$ cat src/sv/drbm_pkg.sv
`default_nettype none

package drbm_pkg;

  // Tile geometry and map depth
  localparam int TILE_SIZE = 16;     // power of two, tile edge in pixels
  localparam int MAX_TILES = 8192;   // entries of the dirty map

  localparam int TileShift = $clog2(TILE_SIZE);
  localparam int AddrW     = $clog2(MAX_TILES);
  localparam int NumW      = 17;     // holds any tile number and MAX_TILES itself

  // Field widths
  localparam int CmdW     = 2;
  localparam int CoordW   = 16;
  localparam int LenW     = 16;
  localparam int IdxW     = 13;
  localparam int OrgW     = 15;
  localparam int GridW    = 9;
  localparam int TileW    = 8;       // tile row or column number, 0..255
  localparam int CfgIdxW  = 3;
  localparam int CfgDataW = 15;

  // Offset from the area origin: signed, covers x + w - 1 - left
  localparam int OffW  = CoordW + 2;
  localparam int QuotW = OffW - 1 - TileShift;

  typedef enum logic [CmdW-1:0] {
    CMD_CLEAR = 2'd0,
    CMD_MARK  = 2'd1,
    CMD_READ  = 2'd2
  } cmd_e;

  localparam logic [CfgIdxW-1:0] CFG_AREA_LEFT    = 3'd0;
  localparam logic [CfgIdxW-1:0] CFG_AREA_TOP     = 3'd1;
  localparam logic [CfgIdxW-1:0] CFG_TILES_ACROSS = 3'd2;
  localparam logic [CfgIdxW-1:0] CFG_TILES_DOWN   = 3'd3;

  typedef enum logic [3:0] {
    S_INIT_CLR,
    S_IDLE,
    S_CLEAR,
    S_OFFS,
    S_BOUND,
    S_BASE,
    S_MARK,
    S_READ,
    S_RDATA,
    S_DONE
  } state_e;

  // Controller to datapath
  typedef struct packed {
    logic capture;
    logic clr_step;
    logic calc_offs;
    logic calc_bound;
    logic calc_base;
    logic mark_step;
    logic rd_issue;
    logic rd_latch;
    logic out_load;
  } drbm_cmd_t;

  // Datapath to controller
  typedef struct packed {
    logic zero_size;
    logic clr_last;
    logic mark_last;
  } drbm_stat_t;

  // Last usable tile number for a grid size register (0 acts as 1, above 256 as 256)
  function automatic logic [TileW-1:0] grid_last(input logic [GridW-1:0] v);
    logic [GridW-1:0] m;
    m = v - GridW'(1);
    if (v == '0) begin
      return '0;
    end else if (v > GridW'(256)) begin
      return '1;
    end else begin
      return m[TileW-1:0];
    end
  endfunction

  // Pixel offset to tile number, saturated to 0..last
  function automatic logic [TileW-1:0] tile_of(input logic signed [OffW-1:0] off,
                                                input logic [TileW-1:0] last);
    logic [QuotW-1:0] q;
    q = off[OffW-2:TileShift];
    if (off[OffW-1]) begin
      return '0;
    end else if (q > QuotW'(last)) begin
      return last;
    end else begin
      return q[TileW-1:0];
    end
  endfunction

endpackage

`default_nettype wire

$ cat src/sv/drbm_ctrl.sv
`default_nettype none

module drbm_ctrl (
  input  wire logic                        clk_i,
  input  wire logic                        rst_ni,
  input  wire logic                        in_valid_i,
  output logic                             in_stall_o,
  input  wire logic [drbm_pkg::CmdW-1:0]   command_i,
  output logic                             out_valid_o,
  input  wire logic                        out_stall_i,
  output drbm_pkg::drbm_cmd_t              cmd_o,
  input  wire drbm_pkg::drbm_stat_t        stat_i
);
  import drbm_pkg::*;

  state_e state_q, state_d;
  logic   out_valid_q, out_valid_d;

  always_ff @(posedge clk_i or negedge rst_ni) begin
    if (!rst_ni) begin
      state_q     <= S_INIT_CLR;
      out_valid_q <= 1'b0;
    end else begin
      state_q     <= state_d;
      out_valid_q <= out_valid_d;
    end
  end

  always_comb begin
    state_d     = state_q;
    cmd_o       = '0;
    in_stall_o  = 1'b1;
    out_valid_d = out_valid_q;
    if (out_valid_q && !out_stall_i) begin
      out_valid_d = 1'b0;
    end
    case (state_q)
      S_INIT_CLR: begin
        cmd_o.clr_step = 1'b1;
        if (stat_i.clr_last) begin
          state_d = S_IDLE;
        end
      end
      S_IDLE: begin
        in_stall_o = 1'b0;
        if (in_valid_i) begin
          cmd_o.capture = 1'b1;
          case (command_i)
            CMD_CLEAR: state_d = S_CLEAR;
            CMD_MARK:  state_d = S_OFFS;
            CMD_READ:  state_d = S_READ;
            default:   state_d = S_DONE;
          endcase
        end
      end
      S_CLEAR: begin
        cmd_o.clr_step = 1'b1;
        if (stat_i.clr_last) begin
          state_d = S_DONE;
        end
      end
      S_OFFS: begin
        cmd_o.calc_offs = 1'b1;
        state_d = stat_i.zero_size ? S_DONE : S_BOUND;
      end
      S_BOUND: begin
        cmd_o.calc_bound = 1'b1;
        state_d = S_BASE;
      end
      S_BASE: begin
        cmd_o.calc_base = 1'b1;
        state_d = S_MARK;
      end
      S_MARK: begin
        cmd_o.mark_step = 1'b1;
        if (stat_i.mark_last) begin
          state_d = S_DONE;
        end
      end
      S_READ: begin
        cmd_o.rd_issue = 1'b1;
        state_d = S_RDATA;
      end
      S_RDATA: begin
        cmd_o.rd_latch = 1'b1;
        state_d = S_DONE;
      end
      S_DONE: begin
        if (!out_valid_q || !out_stall_i) begin
          cmd_o.out_load = 1'b1;
          out_valid_d    = 1'b1;
          state_d        = S_IDLE;
        end
      end
      default: begin
        state_d = S_IDLE;
      end
    endcase
  end

  assign out_valid_o = out_valid_q;

endmodule

`default_nettype wire

$ cat config.mk
export PLATFORM = sky130hd
export DESIGN_NAME = drbm_ctrl
export DESIGN_NICKNAME = d
export VERILOG_FILES = /design/src/sv/drbm_pkg.sv /design/src/sv/drbm_ctrl.sv
export SDC_FILE = /design/constraint.sdc
export NUM_CORES = 1
export LEC_CHECK = 0
export CORE_UTILIZATION = 30
export CTS_BUF_LIST = sky130_fd_sc_hd__clkbuf_16
export DETAILED_ROUTE_END_ITERATION = 6
export DONT_BUFFER_PORTS = 1
export MAX_ROUTING_LAYER = met4
export PLACE_DENSITY = 0.49
export SETUP_SLACK_MARGIN = 0.3
export SKIP_CTS_REPAIR_TIMING = 1
export SLEW_MARGIN = 25
export SYNTH_ARGS = -nofsm -noshare
export SYNTH_HDL_FRONTEND = slang
export SYNTH_SLANG_ARGS = --single-unit
$ cat constraint.sdc
create_clock -name clk_i -period 1.3 [get_ports clk_i]
set_input_delay 0.26 -clock clk_i [delete_from_list [all_inputs] [get_ports clk_i]]
set_output_delay 0.26 -clock clk_i [all_outputs]
set_load 0.02 [all_outputs]
==> impl_results.md <==
* Area taken by multi-input logic gates at 452 µm²
* Slowest cell delay on critical path at 440 ps
* R2R Path Start: state_q[1]
* Cell with the largest stage delay on the worst path: dfrtp_2
* Antenna violations before repair at 0
* Cell family with most CP delay: flip-flops
* CTS Sinks at 5
* Wire per inst at 13.6 µm
* Nets@finish at 101
* Top FF cell, synth: dfrtp_1
* Crit-path max FO at 6
* Required @ worst endpoint at 1040 ps
* EDFF count, synth at 0
* Die ar. at 1810 µm²
* Syn. warnings at 0
* Die H at 42.5 µm
* Dominant cells by area after synthesis: dfrtp_1, nor2_1, nor3_1, o31ai_4, nand2_1
* Gr ovfl total at 0
* Cells along the critical path: nand2b_4, or2_4, a21oi_4
* Routed Antenna Nets at 0
* Failing checks: negative setup slack
* Die X at 42.5 µm
* Seq/Total Area, Yosys at 25.4%
* Critical Path Sink Type: primary output
* Total number of vias at 547
* Worst hold start: out_stall_i
* Worst reg2reg endpoint: state_q[1]
* Detailed placer's ending HPWL at 1.02 mm
* Period utilization at 118%
* Largest net degree at the start of global routing at 9
* Vias per cell at 5.11
* Syn avg cell area at 8.08 µm²
* Syn Inst Count at 61
* Antenna diode instance count at 0
* DRT Pass-1 Iters at 4
* Num ports at 20
* Outcome: finished, violations left
* Layout area overhead at 89.8%
* H-Tree Depth at 1
* Initial DRC count at 3
* Setup_tns at -2170 ps
* Area taken by flip-flops and latches at 131 µm²
* Final Hold Fails at 0
* Hold Crit Class: primary input to flop
* Most common cell after layout, fill and taps aside: buf_4
* Commonest cells after routing, fill and taps aside: buf_4, nor2_1, dfrtp_2, buf_6, nand2b_4
* WHS Path Cells at 2
* Core area at 1520 µm²
* Maxcap violations at 0
* Fmax at 0.654 GHz
* Critical path class: flop to primary output
* Count of final max-slew check failures at 0
* TritonCTS Buffers at 3
* Post-layout min period at 1530 ps
* Setup violators final at 14
* RSZ-0062 raised after global routing: true
* Least-Margin Pin Slew at 279 ps
* Dominant cell type by area after synthesis: dfrtp_1
* Routability congestion estimate at 0.765
* Distinct cell type count of the synthesized netlist at 28
* Worst r2r path cells at 4
* Buf+Inv Stages, Crit Path at 0
* Max_slew headroom at 81.3%
* Peak supply drop at 1.14 mV
* Initial Util at 32.3%
* Fin Hold WS at 187 ps
* Hold Path End: out_valid_o
* Root buffer cell: clkbuf_16
* First-pass GRT wire length at 2.12 mm
* Vias in the first global route at 510
* Clock insertion delay at the later pin of the skew report at 230 ps
* # fillers at 137
* Port Buffers at 0
* Fin Clk Skew at 2.87 ps
* Reg-to-reg setup timing slack at -190 ps
* Yosys top cell area share at 25.4%
* Pwr per Cell Area at 2640 nW/µm²
* TritonCTS clock tree: yes
* Fin util at 61.4%
* CTS max path bufs at 2
* Final worst slack at -228 ps
* Synthesized cell area at 493 µm²
* Arr. time, crit path at 1270 ps
* Drt drc at 0
* Synthesis-stage register bit count at 5
* Type of origin of the critical path: flop
* Syn_nets at 70
* Site Rows at 14
* Asr flop ratio synth at 100%
* Worst-path clk slew at 30 ps
* GRT Total Usage at 16.1%
* Leak pwr at 0.418 nW
* Drt total wl at 1.45 mm
* Layout cells sized above 1 at 69.2%
==> metrics by stage <==
step                std cells  power [mW]  worst slack (ps)  instance area [µm²]
finish                    107        2.47              -228                  936
global route              107        2.63              -265                  936
CTS                        98        2.14              -329                  787
detailed placement         94        1.63              -147                  708
global placement           94        1.63              -171                  708
floorplan                  61        1.21             -53.8                  557
==> power breakdown <==
part / internal [mW] / leakage, nW / switching, mW
logic: 0.885 / 0.318 / 0.748
clock network: 0.398 / 0.0423 / 0.0991
registers: 0.231 / 0.0570 / 0.113
total: 1.51 / 0.418 / 0.960
==> cells in the mapped netlist (2+ instances only) <==
library cell	n
a21oi_1	3
and3_1	2
and3b_1	2
buf_2	3
dfrtp_1	5
nand2_1	5
nand2b_1	3
nor2_1	11
nor2b_1	3
nor3_1	5
o21a_1	2
==> per-layer routing <==
| metal | global-route usage [%] | up-vias | routed length, µm |
|---|---|---|---|
| met5 | - | - | 0 |
| met4 | 5.63 | 0 | 20 |
| met3 | 4.31 | 2 | 44 |
| met2 | 24.3 | 14 | 768 |
| met1 | 20.8 | 255 | 617 |
| li1 | - | 276 | - |
==> layout make-up <==
| class | instances | area share (%) |
|---|---|---|
| clock buffer | 3 | 8.02 |
| clock inverter | 1 | 0.401 |
| multi-input combinational | 51 | 48.3 |
| sequential | 5 | 14.0 |
| tap | 16 | 2.14 |
| timing repair buffer | 31 | 27.1 |
==> cell families (layout without fill, tap and decap cells) <==
family	Yosys count	after routing	synth area share, %
buffers and inverters	5	35	6.85
AO/OA/AOI/OAI	14	14	24.6
AND/OR/NAND/NOR	35	35	37.8
multiplexers	2	2	5.33
flip-flops	5	5	25.4
==> registers in the layout, summed over array words and instances (netlist names) <==
register	flops
state_q	4
out_valid_o	1
==> how the worst max path moves through the flow <==
stage,from,end,slack (ps),cells past startpoint
after floorplan,state_q[1],state_q[1],-50,4
after global placement,state_q[2],state_q[3],-170,4
after detailed placement,state_q[2],state_q[3],-150,4
after CTS,state_q[2],cmd_o[0],-330,3
after global routing,state_q[0],cmd_o[8],-270,3
final,state_q[1],cmd_o[0],-230,3
==> worst reg2reg max path, delay by kind of cell, from the launching register on <==
| kind | cells | cell delay, ps |
|---|---|---|
| compound gates | 1 | 300 |
| buf+inv | 1 | 140 |
| flops | 1 | 440 |
| mux | 1 | 330 |
| simple gates | 1 | 160 |
No activity file was read; power rests on OpenSTA's default activity.
